File: src/msd_pkg.sv
// Shared constants for the multichannel sample delay.
package msd_pkg;

    // Configuration register file
    localparam int NUM_REGS  = 8;
    localparam int REG_IDX_W = 3;
    localparam int DELAY_W   = 16;
    localparam int PADDR_W   = 5;
    localparam int PDATA_W   = 32;

    // Payload port widths
    localparam int CH_IN_W   = 3;
    localparam int SAMPLE_W  = 32;

    // Small queues between and behind the two halves
    localparam int FIFO_DEPTH = 4;
    localparam int FIFO_PTR_W = 2;

endpackage

File: src/msd_fifo.sv
// Four-entry register FIFO used for the command queue and the result queue.
module msd_fifo #(
    parameter int WIDTH = 8
) (
    input  logic                      clk,
    input  logic                      rst_n,
    input  logic                      push,
    input  logic [WIDTH-1:0]          wdata,
    input  logic                      pop,
    output logic [WIDTH-1:0]          rdata,
    output logic                      empty,
    output logic                      full,
    output logic [msd_pkg::FIFO_PTR_W:0] count
);

    logic [WIDTH-1:0]                mem_reg [msd_pkg::FIFO_DEPTH];
    logic [msd_pkg::FIFO_PTR_W-1:0]  wr_ptr_reg;
    logic [msd_pkg::FIFO_PTR_W-1:0]  rd_ptr_reg;
    logic [msd_pkg::FIFO_PTR_W:0]    count_reg;
    logic                            do_push;
    logic                            do_pop;

    assign empty   = (count_reg == '0);
    assign full    = (32'(count_reg) == msd_pkg::FIFO_DEPTH);
    assign count   = count_reg;
    assign rdata   = mem_reg[rd_ptr_reg];
    assign do_push = push && !full;
    assign do_pop  = pop && !empty;

    // Storage
    always_ff @(posedge clk)
    begin
        if (do_push)
        begin
            mem_reg[wr_ptr_reg] <= wdata;
        end
    end

    // Pointers and fill level
    always_ff @(posedge clk or negedge rst_n)
    begin
        if (!rst_n)
        begin
            wr_ptr_reg <= '0;
            rd_ptr_reg <= '0;
            count_reg  <= '0;
        end
        else
        begin
            if (do_push)
            begin
                wr_ptr_reg <= wr_ptr_reg + 1'b1;
            end
            if (do_pop)
            begin
                rd_ptr_reg <= rd_ptr_reg + 1'b1;
            end
            if (do_push && !do_pop)
            begin
                count_reg <= count_reg + 1'b1;
            end
            else if (do_pop && !do_push)
            begin
                count_reg <= count_reg - 1'b1;
            end
        end
    end

endmodule

File: config.mk
export PLATFORM = sky130hd
export DESIGN_NAME = msd_fifo
export DESIGN_NICKNAME = d
export VERILOG_FILES = /design/src/msd_pkg.sv /design/src/msd_fifo.sv
export SDC_FILE = /design/constraint.sdc
export NUM_CORES = 1
export LEC_CHECK = 0
export BUFFER_PORTS_ARGS = -buffer_cell sky130_fd_sc_hd__buf_4
export CAP_MARGIN = 20
export CORE_ASPECT_RATIO = 1.1
export CORE_MARGIN = 1.5
export CORE_UTILIZATION = 60
export CTS_BUF_LIST = sky130_fd_sc_hd__clkbuf_2
export CTS_CLUSTER_SIZE = 12
export DETAILED_ROUTE_END_ITERATION = 6
export PLACE_DENSITY = 0.91
export SETUP_SLACK_MARGIN = 0.02
export SYNTH_ARGS = -nofsm -noshare
export SYNTH_HDL_FRONTEND = slang
export SYNTH_SLANG_ARGS = --single-unit
File: constraint.sdc
create_clock -name clk -period 4.6 [get_ports clk]
set_input_delay 0.69 -clock clk [delete_from_list [all_inputs] [get_ports clk]]
set_output_delay 0.69 -clock clk [all_outputs]
set_load 0.05 [all_outputs]
==> results by group, run 1 <==
Timing
  – Fmax: 0.386 GHz
  – Hold Vio Cnt, Final: 0
  – Setup TNS: 0 ps
  – Worst slew margin: 62.3%
  – Final critical-path share of the clock period: 56.3%
  – Worst Tran Pin Value: 565 ps
  – Final setup margin: 2010 ps
  – RSZ-0062 raised after global routing: no
  – Setup Skew: 16.2 ps
  – Final min period: 2590 ps
  – Final Max Tran Viols: 0
  – Final Setup Violations: 0

Placement
  – Routability cong.: 0.712
  – Placement-stage cell area: 0.00179 sq mm
  – I/O Buffers: 24
  – Pre-CTS setup slack: 2360 ps

Clocking
  – Cts hold-fix bufs: 0
  – Setup bufs post-CTS: 0
  – Worst-Skew Late Latency: 380 ps
  – TritonCTS Buffers: 5
  – TritonCTS clock tree: done
  – Clock Tree Root: clkbuf_2
  – Clk sinks: 39
  – Reg clk slew, reported paths: 170 ps
  – Htree depth: 2
  – Clock Path Buffers: 2
  – CTS resizes: 0

Critical path
  – Setup crit end kind: output port
  – Crit path DAT: 1900 ps
  – Crit Path Category: flip-flop to output port
  – Crit path max fanout: 10
  – WP buf/inv: 1
  – Top Family by Delay on Critical Path: flip-flops
  – CP Data Required Time: 3910 ps
  – CP cell instances: mux4_2 -> buf_4
  – CP max-delay cell: dfrtp_1
  – CP Launch Type: flip-flop
  – CP peak stage delay: 740 ps

Synth
  – Dominant cells by area after synthesis: edfxtp_1 (60%), mux4_2 (11%), dfrtp_1 (11%), ha_1 (3.9%), xnor2_1 (2.2%)
  – Syn Inst Count: 77
  – Post-synth EDFFs: 32
  – Post-synth net total: 95
  – Synth warn: 0
  – Post-synth top flop: edfxtp_1
  – Yosys cell types: 20
  – Share of the synthesized area in the top cell type: 60.5%
  – Seq cells post-synth: 39
  – Syn Area/Cell: 20.6 sq um
  – Register area share after synthesis: 71.5%
  – Post-synth ARST share: 17.9%
  – Synth Cell Area: 0.00159 sq mm
  – Area leader, netlist: edfxtp_1

Route
  – Vias: 765
  – Wirelength per Cell: 17.5 um
  – Drt pass-1 iters: 4
  – DRC errors left: 0
  – Vias/cell: 5.58
  – Number of DRC markers in iteration 0: 21
  – Post-Route WL: 2400 um
  – Final ANT Viol Nets: 0

GRT
  – Total grt overflow: 0
  – Total Routing Usage GR: 19.4%
  – Vias in the first global route: 807
  – First-pass GRT wire length: 3820 um
  – Largest net degree at the start of global routing: 13
  – Initial antenna violation count: 0

Die
  – # rows: 19
  – Area of the core: 0.00250 sq mm
  – Die area: 0.00297 sq mm
  – Die X: 52.1 um
  – Initial Util: 63.7%
  – Ports: 25
  – Die Y: 57.0 um

Layout
  – Largest register FFs: 32
  – Synthesis-to-layout area growth: 15.0%
  – Design area: 0.00183 sq mm
  – Nets: 123
  – Share of cells above drive strength 1: 44.3%
  – Area of the multi-input gates: 422 sq um
  – Layout fillers: 159
  – Register area: 0.00114 sq mm
  – ANT cells: 0

Worst hold path
  – Worst hold path type: primary input to async pin

Status
  – Run status: completed

Run
  – Max-Cap Viols: 0
## cells by family after synthesis
kind of cell | synth area share, %
multiplexers | 13.0
XOR/XNOR | 3.31
adder cells (fa/ha/maj) | 5.20
AND/OR/NAND/NOR | 5.04
buffers and inverters | 1.97
flip-flops | 71.5
## per-layer routing
| metal | routed length (um) | up-vias | track usage [%] |
|---|---|---|---|
| met5 | 0 | - | 0 |
| met4 | 64 | 0 | 12.4 |
| met3 | 112 | 8 | 6.02 |
| met2 | 1270 | 22 | 28.9 |
| met1 | 948 | 388 | 25.0 |
| li1 | - | 347 | - |
## per-stage QoR
stage / utilization [%] / hold slack, ps / std cells
after floorplan: - / 394 / 77
after global placement: 71.6 / 505 / 129
after detailed placement: 71.6 / 508 / 129
after CTS: 73.2 / 66.7 / 137
after global routing: 73.2 / 26.5 / 137
final: 73.2 / 84.3 / 137
## Yosys cell counts (2+ instances only)
cell type	instances
dfrtp_1	7
and2_2	4
xnor2_1	4
ha_1	5
inv_1	3
mux4_2	8
edfxtp_1	32
xor2_1	2
## path summary, 6_finish.rpt
path	from	end	slack (ps)	depth (start not counted)
max	rd_ptr_reg[0]	rdata[3]	2010	2
min	rst_n	wr_ptr_reg[1]	80	1
max reg2reg	count[0]	count[2]	2450	8
min reg2reg	count[2]	count[2]	530	1
max in group asynchronous	rst_n	wr_ptr_reg[0]	4380	1
min in group clk	wdata[7]	mem_reg[2][7]	500	1
## cell type report
type | instances | share of cell area [%]
flip-flops and latches | 39 | 62.2
multi-input cells | 32 | 23.1
repair buffers | 24 | 9.86
well taps | 31 | 2.12
clock buffers | 6 | 1.64
inverters | 3 | 0.616
clock inverters | 2 | 0.479
## placed cells by master, fill, tap and decap left out, drive strengths merged
master and n:
nor3 1, nand2b 1, nor2b 1, xnor2 4, and2 4, inv 3
nand3b 1, clkbuf 6, clkinv 2, nor3b 1, xor2 2, buf 24
dfrtp 7, edfxtp 32, mux2 2, nor2 1, ha 5, fa 1
mux4 8
Power of run 1 is not shown: default switching activity piles up to over one toggle a cycle in this logic, so the estimate is an artifact.
==> run 2, diff against run 1 <==
ABC_AREA = 1   (was unset)
CORE_UTILIZATION = 58   (was 60)
PLACE_DENSITY = 0.88   (was 0.91)
clock period = 2.6 ns   (was 4.6 ns; I/O delays follow)
==> run 2 against run 1 <==
  * Sequential share of layout area is 6.0 points lower
  * Area after synthesis is 9.1% higher
  * Critical path depth rose by 3
  * Die area rose by 12%
  * Via count up 46%
  * Register-to-register slack worse by 1800 ps
  * Final area increased by 11%
  * Critical path type unchanged
==> results by group, run 2 <==
Placement
  – Routability cong.: 0.770
  – I/O Buffers: 24
  – Placed insts: 211
  – Placement-stage cell area: 0.00194 sq mm
  – DP Wirelength: 2070 um

Layout
  – Post-route core utilization: 72.1%
  – Finished Layout Cells: 220
  – Design area: 0.00202 sq mm
  – Most frequent cells in the layout: nand2_1 (41), inv_1 (32), edfxtp_1 (32), buf_4 (28), o211ai_1 (16)
  – Synthesis-to-layout area growth: 16.5%
  – Nets: 204
  – Share of cells above drive strength 1: 20.3%
  – Largest register FFs: 32
  – Most common cell after layout, fill and taps aside: nand2_1
  – ANT cells: 0

Die
  – Area of the core: 0.00280 sq mm
  – Die X: 55.1 um
  – Initial Util: 61.9%
  – Die area: 0.00333 sq mm
  – # rows: 20
  – Ports: 25
  – Die Y: 60.4 um

Critical path
  – Crit path max fanout: 33
  – CP Data Required Time: 2210 ps
  – Crit path DAT: 1710 ps
  – CP Launch Type: flip-flop
  – Setup crit end kind: output port
  – Crit Path Category: flip-flop to output port

Timing
  – Setup Skew: 14.0 ps
  – Fmax: 0.477 GHz
  – RSZ-0062 raised after global routing: no
  – Final critical-path share of the clock period: 80.7%
  – Worst Tran Pin Value: 485 ps
  – Final min period: 2100 ps
  – Final Max Tran Viols: 0
  – Setup TNS: 0 ps
  – Hold Vio Cnt, Final: 0
  – Final Setup Violations: 0
  – Worst slew margin: 67.6%

Synth
  – Area leader, netlist: edfxtp_1
  – Yosys cell types: 16
  – Leading cell types by count after synthesis: nand2_1 (41), edfxtp_1 (32), inv_1 (32), o211ai_1 (16)
  – Post-synth EDFFs: 32
  – Post-synth net total: 172
  – Dominant cells by area after synthesis: edfxtp_1 (55%), dfrtp_1 (10%), nand2_1 (8.9%), inv_1 (6.9%), o211ai_1 (6.9%)
  – Most instantiated library cell after synthesis: nand2_1
  – Syn Area/Cell: 11.3 sq um
  – Syn Inst Count: 154
  – Share of the synthesized area in the top cell type: 55.4%
  – Synth warn: 0
  – Post-synth top flop: edfxtp_1
  – Post-synth ARST share: 17.9%
  – Synth Cell Area: 0.00173 sq mm
  – Seq cells post-synth: 39
  – Register area share after synthesis: 65.5%

GRT
  – Initial antenna violation count: 0
  – Largest net degree at the start of global routing: 34
  – Total Routing Usage GR: 20.9%
  – First-pass GRT wire length: 4710 um
  – Vias in the first global route: 1,093
  – Total grt overflow: 0

Route
  – Drt pass-1 iters: 4
  – DRC errors left: 0
  – Vias: 1,119
  – Number of DRC markers in iteration 0: 42
  – Final ANT Viol Nets: 0
  – Vias/cell: 5.09
  – Post-Route WL: 2800 um
  – Wirelength per Cell: 12.7 um

Clocking
  – TritonCTS clock tree: done
  – CTS resizes: 0
  – TritonCTS Buffers: 5
  – Clock Tree Root: clkbuf_2
  – Htree depth: 2
  – Setup bufs post-CTS: 0
  – Cts hold-fix bufs: 1
  – Clock Path Buffers: 2
  – Worst-Skew Late Latency: 390 ps
  – Reg clk slew, reported paths: 190 ps
  – Clk sinks: 39

Status
  – Run status: completed

Worst hold path
  – Worst hold path type: primary input to flip-flop

Run
  – Max-Cap Viols: 0
run 2: cell types whose count changed in the layout (fill, tap and decap cells not counted), sizes merged, moves of 4 or more:
| cell | delta |
|---|---|
| inv | +31 |
| o211ai | +16 |
| mux4 | -8 |
| nand2 | +41 |
| nand3 | +7 |
| and2 | -4 |
| buf | +4 |
run 2: critical path: stages, from the launching register on:
cell	delay [ps]
dfrtp_1	450
inv_2	380
nand2_1	110
o211ai_1	110
nand2_1	80
buf_4	190
run 2: cell type report:
cell class	count	area, sq um
flip-flops and latches	39	1140
fillers	188	782
multi-input cells	77	427
repair buffers	29	220
inverters	34	128
clock inverters	3	43.8
well taps	33	41.3
clock buffers	5	25.0
run 2: metrics by stage:
stage / hold slack [ps] / setup slack, ps
finish: 183 / 502
global route: 136 / 312
CTS: 175 / 490
detailed placement: 209 / 660
global placement: 206 / 781
floorplan: 94.4 / 512
run 2: cell families (layout without fill, tap and decap cells):
group | count (synthesis) | after routing | synth area share [%]
and+or+nand+nor | 53 | 53 | 12.1
DFF | 39 | 39 | 65.5
buffers and inverters | 38 | 71 | 9.88
AOI/OAI and AO/OA | 17 | 17 | 7.22
adders and majority gates | 6 | 6 | 4.76
xor gates and xnor gates | 1 | 1 | 0.505
run 2: metal layers:
| layer | share of wire (%) | GRT usage [%] |
|---|---|---|
| met5 | 0 | 0 |
| met1 | 42 | 27.1 |
| met3 | 4.1 | 5.17 |
| met4 | 2.0 | 8.36 |
| met2 | 52 | 34.0 |
run 2: final timing paths:
path                                from  depth (start not counted)  slack (ps)             to
setup / recovery           rd_ptr_reg[0]                          5         500       rdata[0]
hold / removal                  wdata[0]                          1         180  mem_reg[1][0]
setup reg to reg                count[0]                         11         630       count[2]
hold reg to reg            rd_ptr_reg[0]                          2         570  rd_ptr_reg[0]
max in group asynchronous          rst_n                          2        2160       count[2]
min in group asynchronous          rst_n                          2         310  rd_ptr_reg[1]
Power of run 2 is left out for the same reason.
==> run 3, diff against run 2 <==
clock period = 2 ns   (was 2.6 ns; I/O delays follow)
==> run 3 against run 2 <==
  * First-iteration DRC count decreased by 12%
  * Non-clock buffer count increased by 1
  * Register-to-register slack got worse by 510 ps
==> results by group, run 3 (synthesized netlist as in run 2, its figures left out) <==
Status
  – Run status: completed

Timing
  – Fmax: 0.533 GHz
  – Setup Skew: 23.7 ps
  – RSZ-0062 raised after global routing: no
  – Final Setup Violations: 0
  – Setup TNS: 0 ps
  – Final critical-path share of the clock period: 93.9%
  – Hold Vio Cnt, Final: 0
  – Final min period: 1880 ps
  – Worst Tran Pin Value: 219 ps
  – Final Max Tran Viols: 0
  – Worst slew margin: 85.4%

Power
  – VDD IR-drop max: 1120 uV
  – Total power: 0.00350 W
  – Power Dens Cells: 1710 mW/mm^2
  – P_leak: 0.945 nW

Route
  – Vias: 1,174
  – Post-Route WL: 3210 um
  – Number of DRC markers in iteration 0: 37
  – DRC errors left: 0
  – Drt pass-1 iters: 4
  – Vias/cell: 5.29
  – Wirelength per Cell: 14.5 um
  – Final ANT Viol Nets: 0

Die
  – Area of the core: 0.00280 sq mm
  – Die area: 0.00333 sq mm
  – Ports: 25
  – Die X: 55.1 um
  – Initial Util: 61.9%
  – # rows: 20
  – Die Y: 60.4 um

Layout
  – Post-route core utilization: 73.1%
  – Finished Layout Cells: 222
  – Nets: 206
  – Register area: 0.00114 sq mm
  – Most common cell after layout, fill and taps aside: nand2_1
  – Largest register FFs: 32
  – ANT cells: 0
  – Share of cells above drive strength 1: 23.8%
  – Synthesis-to-layout area growth: 18.2%
  – Design area: 0.00205 sq mm
  – Layout fillers: 181
  – Most frequent cells in the layout: nand2_1 (41), inv_1 (32), edfxtp_1 (32), buf_4 (29), o211ai_1 (16)
  – Area of the multi-input gates: 432 sq um

Critical path
  – Setup crit end kind: flip-flop
  – Crit Path Category: flip-flop to flip-flop
  – Internal reg-to-reg setup slack: 120 ps
  – CP Launch Point: count[1]
  – Reg-to-Reg End: count[2]
  – Crit path DAT: 2170 ps
  – CP Data Required Time: 2300 ps
  – Reg2Reg Launch Point: count[1]
  – CP Launch Type: flip-flop
  – Crit path max fanout: 5
  – Worst reg2reg path depth: 10

Placement
  – Routability cong.: 0.766
  – Placed insts: 212
  – I/O Buffers: 24
  – Placement-stage cell area: 0.00195 sq mm
  – DP Wirelength: 2230 um

Clocking
  – TritonCTS clock tree: done
  – Clock Path Buffers: 2
  – TritonCTS Buffers: 5
  – Clock Tree Root: clkbuf_2
  – Clk sinks: 39
  – Htree depth: 2
  – Reg clk slew, reported paths: 210 ps
  – Worst-Skew Late Latency: 400 ps

GRT
  – Vias in the first global route: 1,152
  – Total grt overflow: 0
  – First-pass GRT wire length: 5090 um
  – Largest net degree at the start of global routing: 34
  – Total Routing Usage GR: 23.0%
  – Initial antenna violation count: 0

Run
  – Max-Cap Viols: 0

Worst hold path
  – Worst Hold Endpoint: mem_reg[3][4]
  – Hold path depth: 1
  – Worst Hold Launch: wdata[4]
  – Worst hold path type: primary input to flip-flop
[run 3: changes by cell type in the layout (fill, tap and decap cells not counted)]
cell	previous run	this run
dfrtp_1	7	2
dfrtp_2	0	5
buf_4	28	29
clkinv_1	0	1
clkinv_2	1	0
inv_2	2	1
inv_4	0	1
inv_6	0	1
nand3_1	7	6
nand3_2	0	1
[run 3: per-layer routing]
layer,vias up,part of all wire (%),GRT usage (%)
met4,0,1.5,10.8
met3,6,5.9,6.16
met1,563,38,26.4
met2,29,55,39.6
li1,576,-,-
met5,-,0,0
[run 3: worst max-delay path: stages (launching register included)]
cell and delay [ps]:
dfrtp_2 470, inv_1 120, nand3_2 130, nand2_1 130
ha_1 180, inv_1 70, fa_1 380, nand2_1 110
nand3_1 80, nand2_1 60, nand2_1 40
[run 3: repair_timing]
action | 4_1_cts | 5_1_grt
endpoints found under the setup margin | 8 | 9
pin swaps | 0 | 0
gates resized for setup | 1 | 6
hold buffers | 1 | 0
endpoints found under the hold margin | 7 | 0
cloned | 0 | 1
setup buffers | 0 | 0
[run 3: worst max-delay path by stage]
stage	end	slack [ps]	cells past startpoint
after floorplan	count[2]	80	11
after global placement	count[2]	270	10
after detailed placement	count[2]	130	10
after CTS	rdata[4]	40	4
after global routing	rdata[7]	40	4
final	count[2]	120	10
[run 3: area by class of cell]
cell class / count / share of cell area, %
sequential: 39 / 55.7
multi-input combinational: 77 / 21.1
timing repair buffer: 30 / 11.1
inverter: 34 / 6.47
clock inverter: 3 / 2.08
tap: 33 / 2.01
clock buffer: 5 / 1.22
timing repair inverter: 1 / 0.305
[run 3: through the flow]
step / setup WS [ps] / hold WS (ps)
6_report: 123 / 84.2
4_1_cts: 35.6 / 52.6
3_5_place_dp: 132 / 122
2_1_floorplan: 84.3 / 4.41
5_1_grt: 39.3 / 51.4
3_3_place_gp: 265 / 117
[run 3: power by group]
part / switching [W] / internal (W) / total (W)
clock network: 0.000261 / 0.000213 / 0.000474
logic: 0.00124 / 0.000532 / 0.00177
registers: 0.000152 / 0.00110 / 0.00125
total: 0.00165 / 0.00185 / 0.00350
No activity file was read; power rests on OpenSTA's default activity.
