<file path="config.mk">
export PLATFORM = sky130hd
export DESIGN_NAME = msd_front
export DESIGN_NICKNAME = d
export VERILOG_FILES = /design/src/msd_pkg.sv /design/src/msd_front.sv
export SDC_FILE = /design/constraint.sdc
export NUM_CORES = 1
export LEC_CHECK = 0
export ABC_CLOCK_PERIOD_IN_PS = 12600
export BUFFER_PORTS_ARGS = -buffer_cell sky130_fd_sc_hd__clkbuf_2
export CAP_MARGIN = 10
export CORE_MARGIN = 2
export CORE_UTILIZATION = 35
export CTS_BUF_LIST = sky130_fd_sc_hd__clkbuf_8
export CTS_CLUSTER_SIZE = 24
export DETAILED_ROUTE_END_ITERATION = 8
export PLACE_DENSITY_LB_ADDON = 0.3
export SLEW_MARGIN = 5
export SYNTH_ARGS = -nofsm -noshare
export SYNTH_HDL_FRONTEND = slang
export SYNTH_SLANG_ARGS = --single-unit
</file>
<file path="constraint.sdc">
create_clock -name clk -period 12.6 [get_ports clk]
set_input_delay 1.89 -clock clk [delete_from_list [all_inputs] [get_ports clk]]
set_output_delay 1.89 -clock clk [all_outputs]
set_load 0.05 [all_outputs]
</file>
<file path="src/msd_pkg.sv">
// Shared constants for the multichannel sample delay.
package msd_pkg;

    // Configuration register file
    localparam int NUM_REGS  = 8;
    localparam int REG_IDX_W = 3;
    localparam int DELAY_W   = 16;
    localparam int PADDR_W   = 5;
    localparam int PDATA_W   = 32;

    // Payload port widths
    localparam int CH_IN_W   = 3;
    localparam int SAMPLE_W  = 32;

    // Small queues between and behind the two halves
    localparam int FIFO_DEPTH = 4;
    localparam int FIFO_PTR_W = 2;

endpackage

</file>
<file path="src/msd_front.sv">
// Front half: accepts samples, tracks channel positions, builds store commands.
module msd_front #(
    parameter int DEPTH       = 65536,
    parameter int CHANNELS    = 8,
    parameter int SAMPLE_BITS = 32,
    localparam int ADDR_W     = $clog2(CHANNELS * DEPTH),
    localparam int CMD_W      = msd_pkg::CH_IN_W + 2 + 2 * ADDR_W + SAMPLE_BITS
) (
    input  logic                                         clk,
    input  logic                                         rst_n,
    input  logic                                         push,
    input  logic [msd_pkg::CH_IN_W-1:0]                  channel,
    input  logic signed [msd_pkg::SAMPLE_W-1:0]          sample_in,
    output logic                                         full,
    input  logic [msd_pkg::NUM_REGS-1:0][msd_pkg::DELAY_W-1:0] delay,
    input  logic                                         clear_busy,
    output logic                                         cmd_push,
    output logic [CMD_W-1:0]                             cmd_data,
    input  logic                                         cmd_full
);

    localparam int POS_W = $clog2(DEPTH);
    localparam int CH_W  = (CHANNELS > 1) ? $clog2(CHANNELS) : 1;

    typedef struct packed {
        logic [msd_pkg::CH_IN_W-1:0] ch;
        logic                        write;
        logic                        bypass;
        logic [ADDR_W-1:0]           waddr;
        logic [ADDR_W-1:0]           raddr;
        logic [SAMPLE_BITS-1:0]      sample;
    } cmd_t;

    logic [POS_W-1:0]     pos_reg [CHANNELS];
    logic                 accept;
    logic                 ch_valid;
    logic [CH_W-1:0]      ch_idx;
    logic [msd_pkg::DELAY_W-1:0] d_raw;
    logic [POS_W-1:0]     d_sat;
    logic [POS_W-1:0]     pos;
    logic [POS_W:0]       wsum;
    logic [POS_W-1:0]     wpos;
    logic [POS_W-1:0]     pos_next;
    logic [ADDR_W-1:0]    base;
    cmd_t                 cmd;

    assign full   = cmd_full || clear_busy;
    assign accept = push && !full;

    // Channel lookup and delay saturation
    assign ch_valid = (32'(channel) < CHANNELS);
    assign ch_idx   = channel[CH_W-1:0];
    assign d_raw    = delay[channel];
    assign d_sat    = (32'(d_raw) > DEPTH - 1) ? POS_W'(DEPTH - 1) : POS_W'(d_raw);
    assign pos      = pos_reg[ch_idx];

    // Write position wraps once at most
    assign wsum = {1'b0, pos} + {1'b0, d_sat};
    assign wpos = (32'(wsum) >= DEPTH) ? POS_W'(wsum - (POS_W + 1)'(DEPTH)) : POS_W'(wsum);

    assign pos_next = (32'(pos) == DEPTH - 1) ? '0 : pos + 1'b1;
    assign base     = ADDR_W'(32'(ch_idx) * 32'(DEPTH));

    // Command to the back half
    always_comb
    begin
        cmd.ch     = channel;
        cmd.write  = ch_valid;
        cmd.bypass = !ch_valid || (d_sat == '0);
        cmd.waddr  = base + ADDR_W'(wpos);
        cmd.raddr  = base + ADDR_W'(pos);
        cmd.sample = sample_in[SAMPLE_BITS-1:0];
    end

    assign cmd_push = accept;
    assign cmd_data = cmd;

    // Per-channel read positions
    always_ff @(posedge clk or negedge rst_n)
    begin
        if (!rst_n)
        begin
            for (int i = 0; i < CHANNELS; i++)
            begin
                pos_reg[i] <= '0;
            end
        end
        else if (accept && ch_valid)
        begin
            pos_reg[ch_idx] <= pos_next;
        end
    end

endmodule

</file>
==> results.md, run 1 <==
- The overall power after layout is 1120 uW.
- Setup slack on the critical path of the routed design comes to 4.70 ns.
- In this run the tool buffered the top-level ports with 179 buffer cells.
- The count of hold-fix buffers inserted at cts is 0.
- The vias after detailed routing is 6639.
- The final layout net count is 1069.
- In this run the mean area of a mapped cell was 10.8 um^2.
- The slew at the pin closest to its max-slew limit is 1.20 ns.
- The final count of pins violating max slew is 0.
- The via count of the first global-routing pass is 6491.
- The power density over the cells is 118 nW/um^2.
- Once layout is complete, the utilization of the core stands at 40.8%.
- The cell family with the largest share of critical-path delay is buffers and inverters.
- The later pin in the worst-skew pair is clocked with a latency of 0.44 ns.
- Counting every net in the synthesized netlist gives 947.
- CTS placed an instance of clkbuf_8 at the clock tree root.
- For this run, design rule violations remaining after detail routing come to 0.
- The number of top-level pins is 245.
- In the synthesized netlist the dominant register cell turns out to be dfrtp_1.
- The share of the yosys chip area belonging to registers is 38.9%.
- The worst endpoint data arrival time is 6.01 ns.
- The number of instances in the synthesized netlist is 762.
- At the end of routability-driven placement, the weighted congestion stood at just over 0.9.
- The number of enable-type register cells in the synthesized netlist is 0.
- For this block, the initial DRC count from the detailed router was around 530.
- Counting distinct cell types in the post-synthesis netlist gives 70.
- Detailed placement finished with a half-perimeter wire length of ~21 mm.
- The starting density of the core is between 30% and 40%.
- The most numerous cell type found on the critical path is nand3_1.
- The area of the mapped netlist is 8240 um^2.
- The average routed wire per standard cell is 23.0 um.
- Setup repair after global routing left no endpoint under its margin.
- The type of the setup path with the least slack is input port to output pin.
- Headroom to the max-slew limit came out at between 15 and 20%.
- Between clock sinks in the finished design, the worst skew comes to approximately 0.011 ns.
- In this run the core area contains 56 standard-cell rows.
- The H-tree generated during clock tree synthesis spans 4 levels.
- The kind of end point of the critical path is an output pin.
- Together, buffers and inverters on the worst path number 3.
- STA classifies the critical path startpoint as an input port.
- The maximum clock insertion buffer count is 2.
- The share of cells above drive strength 1 is around 40%.
- The TritonCTS clock tree is built.
- For the worst setup path, the data required time is between 10 and 15 ns.
- The static power due to leakage is 0.00449 uW.
- The synthesis-to-layout area growth is 15.2%.
- The number of clock buffers added by TritonCTS is 17.
- Traced cell by cell, the critical path runs through buf_2 > clkinv_1 > nor2_1 > a22oi_1 > o22ai_1 > ha_1 > a211oi_1 > o21ai_0 > nand3_1 > nand3_1 > a31o_2 > a21oi_1 > xnor2_1 > clkbuf_2.
- The stage delay of the slowest cell on the critical path is 0.73 ns.
- The routed design has 27.9 mm of wire.
- Using the TritonRoute via totals, the vias-per-cell ratio works out to 5.46.
- The vertical die dimension is 157 um.
- The number of antenna violations at the first check in global routing was 0.
- Global routing used 22.0% of the available tracks.
- The class of the most critical hold timing path is flop to flop.
- The final clock period utilization by the worst path is 62.7%.
- The final-report setup violation count is 0.
- The largest fanout of any net on the critical path is 21.
- Timing analysis after detailed placement gives a worst setup slack of 4.70 ns.
- The register with the most flip-flops in the layout has 128 of them.
- IR analysis of the VDD net gives a maximum drop of 0.0600 mV.
- Counting flops and latches in the post-synthesis netlist gives approximately 130.
- The shortest period the worst path allows is around 7.9 ns.
- The largest net degree at the start of global routing is between 60 and 70.
- The flow ran to the end, and the final reports show no timing, DRC or antenna violations.
- Counting every sink on the clock net gives 128.
- The clock slew seen by the registers of the worst setup and hold paths is 0.07 ns.
- The number of antenna diodes in the final layout is 0.
- The core area is around 23000 um^2.
- The reg2reg setup slack is between 9 and 10 ns.
- The first global-routing pass estimated 40.2 mm of wire.
- The count of maximum capacitance violations is 0.
- The count of synthesis-stage warnings from yosys is 0.
- The final global-route overflow total is 0.
- The count of nets left with antenna violations once routing finished came out at 0.
- The fmax is 127 MHz.
- The die is 157 um wide.
- The number of setup buffers added after CTS is 0.
- The number of search-and-repair iterations in the first detailed-routing pass is 5.
- The async set-or-reset flop fraction in the synthesized netlist is 100%.
- The summed negative setup slack over all endpoints is 0 ns.
- On the critical path, the stage with the largest delay is an instance of clkinv_1.
- The number of resized instances in the post-cts repair step is 0.
- The number of hold-slack violations in the final timing report was 0.
- The full die area is 24800 um^2.
[cell usage in the layout (no fill, tap or decap), types with 6 or more instances in the layout]
cell and count:
mux2_2 81, a221oi_1 9, ha_1 16, dfrtp_1 128, buf_4 13, mux4_2 41
inv_1 13, clkbuf_8 19, nand3_1 17, nand2_1 123, o21ai_1 8, mux2i_1 9
nor3_1 10, o21ai_2 9, mux4_1 6, clkbuf_2 176, a21oi_1 13, xnor2_1 18
o21ai_0 41, a22oi_1 7, o31ai_1 25, nor2_1 37
[final timing paths]
| kind | startpoint | to | cells past startpoint |
|---|---|---|---|
| max in group asynchronous | rst_n | pos_reg[38] | 2 |
| min in group asynchronous | rst_n | pos_reg[29] | 1 |
| min | pos_reg[41] | pos_reg[41] | 2 |
| max | channel[1] | cmd_data[64] | 14 |
| min reg2reg | pos_reg[41] | pos_reg[41] | 2 |
| max reg2reg | pos_reg[1] | pos_reg[25] | 8 |
[Yosys cell counts, types with 3 or more instances]
cell type / instances / area, um^2
nor2_1: 37 / 139
a221oi_1: 9 / 78.8
o22ai_1: 5 / 31.3
a21oi_1: 13 / 65.1
buf_6: 6 / 67.6
a22oi_1: 7 / 52.6
nand2_1: 123 / 462
xnor2_1: 18 / 158
buf_2: 9 / 45.0
a31oi_1: 3 / 18.8
o21ai_1: 8 / 40.0
o21ai_2: 9 / 78.8
o31ai_1: 25 / 188
clkbuf_1: 21 / 78.8
ha_1: 16 / 200
nor3_1: 10 / 50.1
dfrtp_1: 128 / 3200
a21o_1: 3 / 22.5
mux2i_1: 9 / 90.1
nand3_1: 17 / 85.1
mux4_1: 6 / 158
o211ai_1: 3 / 22.5
a311oi_1: 4 / 35.0
buf_4: 48 / 360
o21ai_0: 41 / 205
inv_1: 11 / 41.3
mux2_2: 81 / 912
mux4_2: 41 / 923
[stage by stage]
step	instances	cell area, um^2	hold WS [ns]
after floorplan	762	8240	0.442
after global placement	1184	9050	0.456
after detailed placement	1184	9050	0.462
after CTS	1215	9500	0.479
after global routing	1215	9500	0.501
final	1215	9500	0.477
[per-layer routing]
metal | GRT usage, % | share of wire [%] | vias up
met5 | 0 | 0 | -
met4 | 10.5 | 4.0 | 0
met3 | 6.36 | 8.1 | 58
met2 | 37.0 | 49 | 296
met1 | 25.8 | 39 | 3286
li1 | - | - | 2999
[logic make-up (layout without fill, tap and decap cells)]
group	count (synthesis)	in the layout	share of synthesized area, %
muxes	138	138	25.5
DFF	128	128	38.9
and+or+nand+nor	211	211	11.2
adders and majority gates	17	17	2.67
buffers and inverters	100	234	7.62
xor gates and xnor gates	21	21	2.32
other	1	1	0.0455
AOI/OAI and AO/OA	146	146	11.9
[final cells by class]
cell class | count | area, um^2
multi-input cells | 534 | 4410
flip-flops and latches | 128 | 3200
fillers | 2302 | 13800
well taps | 319 | 399
repair buffers | 190 | 983
clock buffers | 19 | 262
inverters | 13 | 48.8
clock inverters | 12 | 191
[where the power goes]
part / internal (uW) / total [uW] / switching, uW
logic: 95.2 / 274 / 178
registers: 432 / 443 / 10.9
clock network: 243 / 403 / 160
total: 770 / 1120 / 349
[worst reg2reg max path, cell delays in order (launching register included)]
cell,delay (ns)
dfrtp_1,0.39
mux4_2,0.48
mux2_2,0.38
ha_1,0.28
nand3_2,0.19
nor3_2,0.12
buf_4,0.24
or3_1,0.63
o21ai_2,0.21
(Power assumes the default switching activity.)
==> run 2: changes to the inputs <==
Settings changed: ABC_AREA from default to 1, ABC_CLOCK_PERIOD_IN_PS 12600 to 7850.
Clock period 12.6 ns to 7.85 ns, I/O delays scaled along.
==> run 2 against run 1 <==
Against the previous run:
- combinational power up 34%
- die area rose by 3.0%
- routed wire length increased by 12%
- final area up 1.8%
- first-iteration DRC count increased by 76%
- count of clock-buffer cells in the layout shrank 1
- sequential share of layout area is 0.59 points lower
- highest routed layer unchanged
- register-to-register slack got worse by 4.8 ns
- total power grew 47%
- clock skew grew 0.011 ns
==> results.md, run 2 <==
- The count of buffers inserted at the top-level ports is 179 (unchanged).
- The width of the die is 160 um (+1.5%).
- Ranked by total cell area, the synthesized netlist is headed by dfrtp_1 38%, nand2_1 27%, o21ai_0 5.2%, buf_4 3.7%, nand4_1 3.5%.
- STA classifies the critical path startpoint as an input port.
- The global-route wire length before repair is 47.9 mm (+19%).
- The internal power came to 1060 uW (+38%).
- The slew at the pin closest to its max-slew limit was 1.16 ns (-0.0399 ns).
- The kind of end point of the critical path is an output pin.
- Ranked by instance count, the synthesized netlist is headed by 621 x nand2_1, 128 x dfrtp_1, 88 x o21ai_0.
- Among all flip-flop cells after synthesis, the most frequent one is dfrtp_1.
- The maximum level of the CTS H-tree came to 4 (unchanged).
- The data required time of the critical path was 6.67 ns (-4.04 ns).
- The worst relative slew slack is 22.1% (+2.6 points).
- The area of the mapped netlist is 8500 um^2 (+3.1%).
- The switching part of the total power came to 35.7% (+4.6 points).
- The most frequent standard cell in the layout excluding fill and tap cells is nand2_1.
- The share of cells above drive strength 1 is 17.8% (-23 points).
- The number of distinct standard cells referenced by the synthesized netlist was 45 (-36%).
- The endpoint identified for the worst register-to-register timing path is pos_reg[53].
- Setup repair after global routing left no endpoint under its margin.
- The number of search-and-repair iterations in the first detailed-routing pass was 8 (+3).
- The via count of the first global-routing pass is 7970 (+23%).
- The number of enable-type register cells in the synthesized netlist is 0 (unchanged).
- The area growth from synthesis to layout is 13.8%.
- The register bit total from synthesis is 128 (unchanged).
- The count of synthesis-stage warnings from yosys is 0 (unchanged).
- The full die area is 25500 um^2 (+3.0%).
- The run finished with clean final reports.
- The type of the setup path with the least slack is input port to output pin.
- The share of power burned in combinational logic is 22.3% (-2.1 points).
- The worst endpoint data arrival time came to 5.33 ns (-0.68 ns).
- The count of clock tree sinks was 128 (unchanged).
- The count of hold-fix buffers inserted at cts is 0 (unchanged).
- The vertical die dimension is 160 um (+1.5%).
- The largest area contributor in the netlist is dfrtp_1.
- The worst setup margin is 1.34 ns (-3.36 ns).
- The cell chosen for the clock root is clkbuf_8.
- The most critical setup path has its endpoint at cmd_data[63].
- The footprint of the flip-flops and latches is 3200 um^2 (unchanged).
- The number of instances in the synthesized netlist came to 1244 (+63%).
- The routability congestion estimate from global placement is 0.958 (+3.0%).
- The number of cells on the worst reg-to-reg path is 14 (+6).
- The number of nets with antenna violations after routing is 0 (unchanged).
- The reg2reg setup slack was 4.77 ns (-4.82 ns).
- The net count after synthesis is 1429 (+51%).
- In the post-synthesis netlist, the cell with the most instances is nand2_1.
- The total inserted antenna cells was 0 (unchanged).
- The launch instance of the worst register-to-register path is pos_reg[48].
- The final standard cell utilization of the core is 40.1% (-0.73 points).
- The remaining routing DRC violations is 0 (unchanged).
- The fmax is 154 MHz.
- The final count of pins violating max slew is 0 (unchanged).
- The maximum vdd ir drop is 0.145 mV (+140%).
- The number of flip-flops under the largest register name is 128 (unchanged).
- The average routed wire per standard cell is 18.5 um (-19%).
- The count of maximum capacitance violations is 0 (unchanged).
- The setup clock skew after layout is 0.0211 ns (+0.0105 ns).
- The total CTS buffers was 17 (unchanged).
- The share of total power in sequential cells is 42.9% (+3.3 points).
- The async set-or-reset flop fraction in the synthesized netlist is 100% (unchanged).
- The worst slack at placement is 1.46 ns (-3.24 ns).
- The later-pin clock latency in the skew report was 0.47 ns (+0.03 ns).
- The switching component of the power came to 589 uW (+69%).
- The number of top-level pins is 245 (unchanged).
- The detailed placement HPWL is 22.3 mm (+8.4%).
- The share of Yosys cell area claimed by the top area cell type was 37.7% (-1.2 points).
- The share of the yosys chip area belonging to registers is 37.7% (-1.2 points).
- The total of fill cells in the finished design is 2635 (+14%).
- The largest net degree at the start of global routing is 77 (+13%).
- The total number of placement rows is 57 (+1.8%).
- The largest fanout of any net on the critical path is 23 (+9.5%).
- The core area is 24100 um^2 (+3.6%).
- The total routed wirelength was 31.4 mm (+12%).
- The vias after detailed routing is 8625 (+30%).
- The starting density of the core is 35.2% (-0.20 points).
- The final global-route overflow total is 0 (unchanged).
- The shortest period the worst path allows is 6.51 ns.
- TritonCTS built the clock tree.
- The final clock period utilization by the worst path is between 80% and 90%.
- The summed negative setup slack over all endpoints came to 0 ns (unchanged).
- The part of the power in the clock network is 34.8% (-1.2 points).
- The via density per instance is 5.08 (-7.0%).
- The maximum clock insertion buffer count is 2 (unchanged).
- The final layout net count is 1545 (+45%).
- The power density over the cells is 171 nW/um^2 (+45%).
- The class of the most critical hold timing path is flop to flop.
- The total instance count after detailed placement is 1665 (+41%).
- The synthesized area divided by synthesized cell count was 6.83 um^2 (-37%).
- The number of DRC markers after the initial detailed-route iteration was 927 (+76%).
- The number of cells in the finished layout apart from fillers is 1697 (+40%).
- The worst hold slack was 0.484 ns (+0.00713 ns).
- The number of resized instances in the post-cts repair step came to 0 (unchanged).
- The critical path starts at channel[2].
- The static power due to leakage is 0.00527 uW (+18%).
- The total global-route track usage was 24.3% (+2.3 points).
- The number of setup buffers added after CTS was 0 (unchanged).
- The number of hold-slack violations in the final timing report came to 0 (unchanged).
- The number of antenna violations at the first check in global routing is 0 (unchanged).
- The clock slew seen by the registers of the worst setup and hold paths is 0.07 ns (about the same).
- The multi-input gate area in the final layout is 4420 um^2 (+0.20%).
- The final-report setup violation count came to 0 (unchanged).
- Leaving out fill and tap cells, the most frequent cells in the layout are 621 x nand2_1, 178 x clkbuf_2, 128 x dfrtp_1.
==> run 2: cell count changes after synthesis, moves of 9 or more <==
| cell | change |
|---|---|
| mux2i_1 | -9 |
| nand4_1 | +46 |
| o21ai_0 | +47 |
| a21oi_1 | +10 |
| o31ai_1 | -25 |
| mux4_2 | -41 |
| inv_1 | +58 |
| a22oi_1 | +12 |
| nor3_1 | -9 |
| mux2_2 | -81 |
| xor2_1 | +10 |
| nand2_1 | +498 |
| xnor2_1 | -12 |
==> run 2: layer usage <==
metal	vias up	track usage, %	part of all wire [%]	routed length [um]
li1	4177	-	-	-
met1	4092	35.5	46	14600
met2	318	36.9	45	14100
met3	38	4.83	6.7	2090
met4	0	6.39	1.8	568
met5	-	0	0	0
==> run 2: area by class of cell <==
class / instances / share of cell area, %
multi-input cells: 953 / 45.7
well taps: 324 / 4.19
clock inverters: 14 / 1.50
clock buffers: 18 / 2.56
inverters: 70 / 2.74
repair buffers: 190 / 10.1
flip-flops and latches: 128 / 33.1
==> run 2: worst min-delay path by stage <==
stage | startpoint | endpoint | slack [ns] | cells after the start
global route | pos_reg[25] | pos_reg[25] | 0.50 | 2
finish | pos_reg[41] | pos_reg[41] | 0.48 | 2
detailed placement | pos_reg[121] | pos_reg[121] | 0.47 | 2
CTS | pos_reg[121] | pos_reg[121] | 0.49 | 2
floorplan | pos_reg[113] | pos_reg[113] | 0.45 | 2
global placement | pos_reg[57] | pos_reg[57] | 0.46 | 2
==> run 2: power groups by stage <==
stage	Sequential [uW]	Combinational [uW]	Clock (uW)
after floorplan	716	285	0
after global placement	719	363	0
after detailed placement	720	362	0
after CTS	707	365	584
after global routing	711	397	611
final	708	368	574
==> run 2: cells by family after synthesis <==
| kind of cell | Yosys count | synth area share (%) |
|---|---|---|
| compound gates | 155 | 10.6 |
| xor+xnor | 20 | 2.24 |
| fa+ha+maj | 17 | 2.59 |
| buf+inv | 163 | 10.3 |
| flops | 128 | 37.7 |
| other cells | 1 | 0.0441 |
| simple gates | 760 | 36.6 |
==> run 2: worst max-delay path, stage by stage <==
cell and delay (ns):
clkbuf_2 0.48, nand2_1 0.24, nor2_2 0.77, a22oi_1 0.20
nand4_1 0.21, ha_1 0.20, inv_1 0.06, fa_1 0.41
nor2_1 0.13, a211oi_1 0.07, o21ai_0 0.46, a21oi_1 0.19
o21ai_0 0.23, xor2_1 0.17, clkbuf_2 0.30
==> run 2: metrics by stage <==
step,power [uW],instance area [um^2]
6_report,1650,9670
5_1_grt,1720,9670
3_3_place_gp,1080,9280
2_1_floorplan,1000,8500
4_1_cts,1660,9670
3_5_place_dp,1080,9280
==> run 3: changes to the inputs <==
Settings changed: ABC_CLOCK_PERIOD_IN_PS 7850 to 5700.
Clock period 7.85 ns to 5.7 ns, I/O delays scaled along.
==> run 3 against run 2 <==
Against the previous run:
- setup slack got worse by 0.94 ns
- sequential cell count unchanged
- register-to-register slack got worse by 2.2 ns
- clock power increased by 34%
- final area increased by 1.1%
- critical path type unchanged
- largest cell class unchanged
==> results.md, run 3 (synthesis results as in run 2) <==
- The run finished with clean final reports.
- The reg2reg setup slack is 2.56 ns (-2.21 ns).
- The total CTS buffers was 17 (unchanged).
- The number of cells on the worst reg-to-reg path is 14 (unchanged).
- The number of resized instances in the post-cts repair step is 0 (unchanged).
- The total number of placement rows came to 57 (unchanged).
- The number of top-level pins is 245 (unchanged).
- The number of hold-slack violations in the final timing report is 0 (unchanged).
- After layout, the worst path uses 92.9% of the clock period.
- The final global-route overflow total came to 0 (unchanged).
- In this run the most critical hold path is launched from pos_reg[57].
- Setup repair after global routing left no endpoint under its margin.
- For this run, the top clock speed supported by timing is 189 MHz.
- The worst relative slew slack is 25.0% (+2.8 points).
- The full die area is 25500 um^2 (unchanged).
- The internal power came to 1460 uW (+37%).
- The largest net degree at the start of global routing is 74 (-3.9%).
- The area growth from synthesis to layout is 15.1%.
- The final count of pins violating max slew is 0 (unchanged).
- The final-report setup violation count is 0 (unchanged).
- The share of total power in sequential cells is 43.3% (+0.4 points).
- In this run the critical register-to-register path is captured at pos_reg[101].
- The summed negative setup slack over all endpoints is 0 ns (unchanged).
- The part of the power in the clock network is 34.1% (-0.7 points).
- The tree is rooted in a clkbuf_8.
- The library cell used most frequently in the layout, excluding fill and tap cells, is nand2_1.
- The number of flip-flops under the largest register name is 128 (unchanged).
- The worst endpoint data arrival time is 4.44 ns (-0.89 ns).
- The maximum vdd ir drop came to 0.0995 mV (-32%).
- The number of search-and-repair iterations in the first detailed-routing pass came to 5 (-3).
- The number of antenna violations at the first check in global routing is 1 (+1).
- The switching component of the power is 800 uW (+36%).
- The post-route cell area is 9780 um^2 (+1.1%).
- The largest fanout of any net on the critical path was 22 (-4.3%).
- The width of the die is 160 um (unchanged).
- Traced cell by cell, the critical path runs through clkbuf_2 > inv_4 > nand2_1 > inv_1 > nand2_1 > and3_1 > nand4_1 > ha_1 > inv_1 > fa_1 > nor2_1 > a211oi_1 > o21ai_0 > a21oi_1 > o21ai_0 > xor2_1 > buf_12.
- The end of the worst hold path is pos_reg[57].
- The routability congestion estimate from global placement is 0.999 (+4.3%).
- The setup clock skew after layout is 0.0194 ns (-0.00168 ns).
- The total cell area at the placement stage is 9400 um^2 (+1.3%).
- The number of DRC markers after the initial detailed-route iteration is 860 (-7.2%).
- The total instance count after detailed placement is 1677 (+0.72%).
- The power density over the cells is 231 nW/um^2 (+35%).
- The buffers plus inverters on the worst setup path is 5 (+2).
- The clock slew seen by the registers of the worst setup and hold paths is 0.08 ns (about the same).
- The count of clock tree sinks was 128 (unchanged).
- In this run the worst setup path begins at channel[0].
- The class of the most critical hold timing path is flop to flop.
- The count of hold-fix buffers inserted at cts was 0 (unchanged).
- The worst setup path is captured at an output pin.
- The maximum clock insertion buffer count came to 2 (unchanged).
- The worst setup margin is 0.402 ns (-0.939 ns).
- The core area was 24100 um^2 (unchanged).
- The vias after detailed routing is 8704 (+0.92%).
- The data required time of the critical path is 4.85 ns (-1.82 ns).
- The shortest period the worst path allows is 5.30 ns.
- The switching part of the total power was 35.5% (-0.26 points).
- The TritonCTS clock tree is built.
- The cell type of the slowest stage on the worst timing path is o21ai_0.
- The worst slack at placement is 0.489 ns (-0.970 ns).
- The starting density of the core came to 35.2% (unchanged).
- The via density per instance is 5.09 (+0.21%).
- The remaining routing DRC violations is 0 (unchanged).
- The number of nets with antenna violations after routing is 0 (unchanged).
- The total routed wirelength is 29.3 mm (-6.6%).
- The final layout net count is 1557 (+0.78%).
- The later-pin clock latency in the skew report was 0.47 ns (about the same).
- The average routed wire per standard cell is 17.2 um (-7.3%).
- The static power due to leakage came to 0.00534 uW (+1.2%).
- The share of cells above drive strength 1 came to 18.5% (+0.71 points).
- The detailed placement HPWL is 21.0 mm (-6.0%).
- The total inserted antenna cells was 0 (unchanged).
- The slew at the pin closest to its max-slew limit was 1.12 ns (-0.0394 ns).
- The via count of the first global-routing pass is 8138 (+2.1%).
- The total of fill cells in the finished design is 2624 (-0.42%).
- The count of maximum capacitance violations was 0 (unchanged).
- The critical path is of the input port to output pin type.
- The number of cells in the finished layout apart from fillers is 1709 (+0.71%).
- The share of power burned in combinational logic came to 22.7% (+0.4 points).
- The maximum level of the CTS H-tree is 4 (unchanged).
- In the layout the commonest cells are 621 x nand2_1, 176 x clkbuf_2, 128 x dfrtp_1.
- The count of buffers inserted at the top-level ports was 179 (unchanged).
- The global-route wire length before repair came to 46.3 mm (-3.2%).
- The worst setup path is launched from an input port.
- The total global-route track usage is 23.2% (-1.2 points).
- On the critical path the largest part of the delay comes from buffers and inverters.
- The number of cells traversed by the worst hold path is 2 (unchanged).
- The vertical die dimension is 160 um (unchanged).
- The launch instance of the worst register-to-register path is pos_reg[64].
- The number of setup buffers added after CTS is 0 (unchanged).
- The stage delay of the slowest cell on the critical path is 0.50 ns (-0.27 ns).
[run 3: changes by cell type in the layout (fill, tap and decap cells not counted)]
cell / delta
buf_4: +12
buf_12: +2
clkinv_2: +1
clkinv_4: -1
clkbuf_8: -1
clkbuf_2: -2
clkinvlp_4: +1
[run 3: layout make-up]
type	count	area (um^2)	share of cell area, %
flip-flops and latches	128	3200	32.8
inverters	70	265	2.71
clock buffers	17	234	2.39
repair buffers	202	1100	11.3
clock inverters	15	149	1.52
well taps	324	405	4.15
multi-input cells	953	4420	45.2
[run 3: worst register-to-register path, cell delays in order (launching register included)]
cell and delay, ns:
dfrtp_1 0.37, nand2_1 0.06, nand2_1 0.08, nand2_1 0.05, nand2_1 0.07, nand2_1 0.05
nand2_1 0.25, ha_1 0.20, inv_1 0.05, nor2_1 0.16, nand2_1 0.22, nor2_4 0.23
nand4_4 0.52, nand2_1 0.51, o21ai_0 0.14
[run 3: power by group through the flow]
stage / Sequential (uW) / Combinational (uW) / Clock [uW]
after global routing: 980 / 556 / 829
after floorplan: 985 / 393 / 0
after detailed placement: 992 / 506 / 0
after CTS: 975 / 507 / 783
final: 976 / 511 / 768
after global placement: 992 / 505 / 0
[run 3: how the worst max path moves through the flow]
stage                     depth (start not counted)      endpoint
after detailed placement                         17  cmd_data[63]
after CTS                                        17  cmd_data[63]
after floorplan                                  17  cmd_data[63]
after global placement                           17  cmd_data[63]
final                                            17  cmd_data[63]
after global routing                             17  cmd_data[63]
[run 3: per-layer routing]
layer / global-route usage (%) / share of wire [%]
met1: 34.0 / 46
met2: 33.4 / 43
met3: 5.84 / 8.7
met4: 7.25 / 2.4
met5: 0 / 0.034
[run 3: per-stage QoR]
stage	power, uW	utilization (%)	hold WS (ns)
after floorplan	1380	-	0.445
after global placement	1500	39.0	0.464
after detailed placement	1500	39.0	0.466
after CTS	2260	40.6	0.486
after global routing	2370	40.6	0.498
final	2260	40.6	0.488
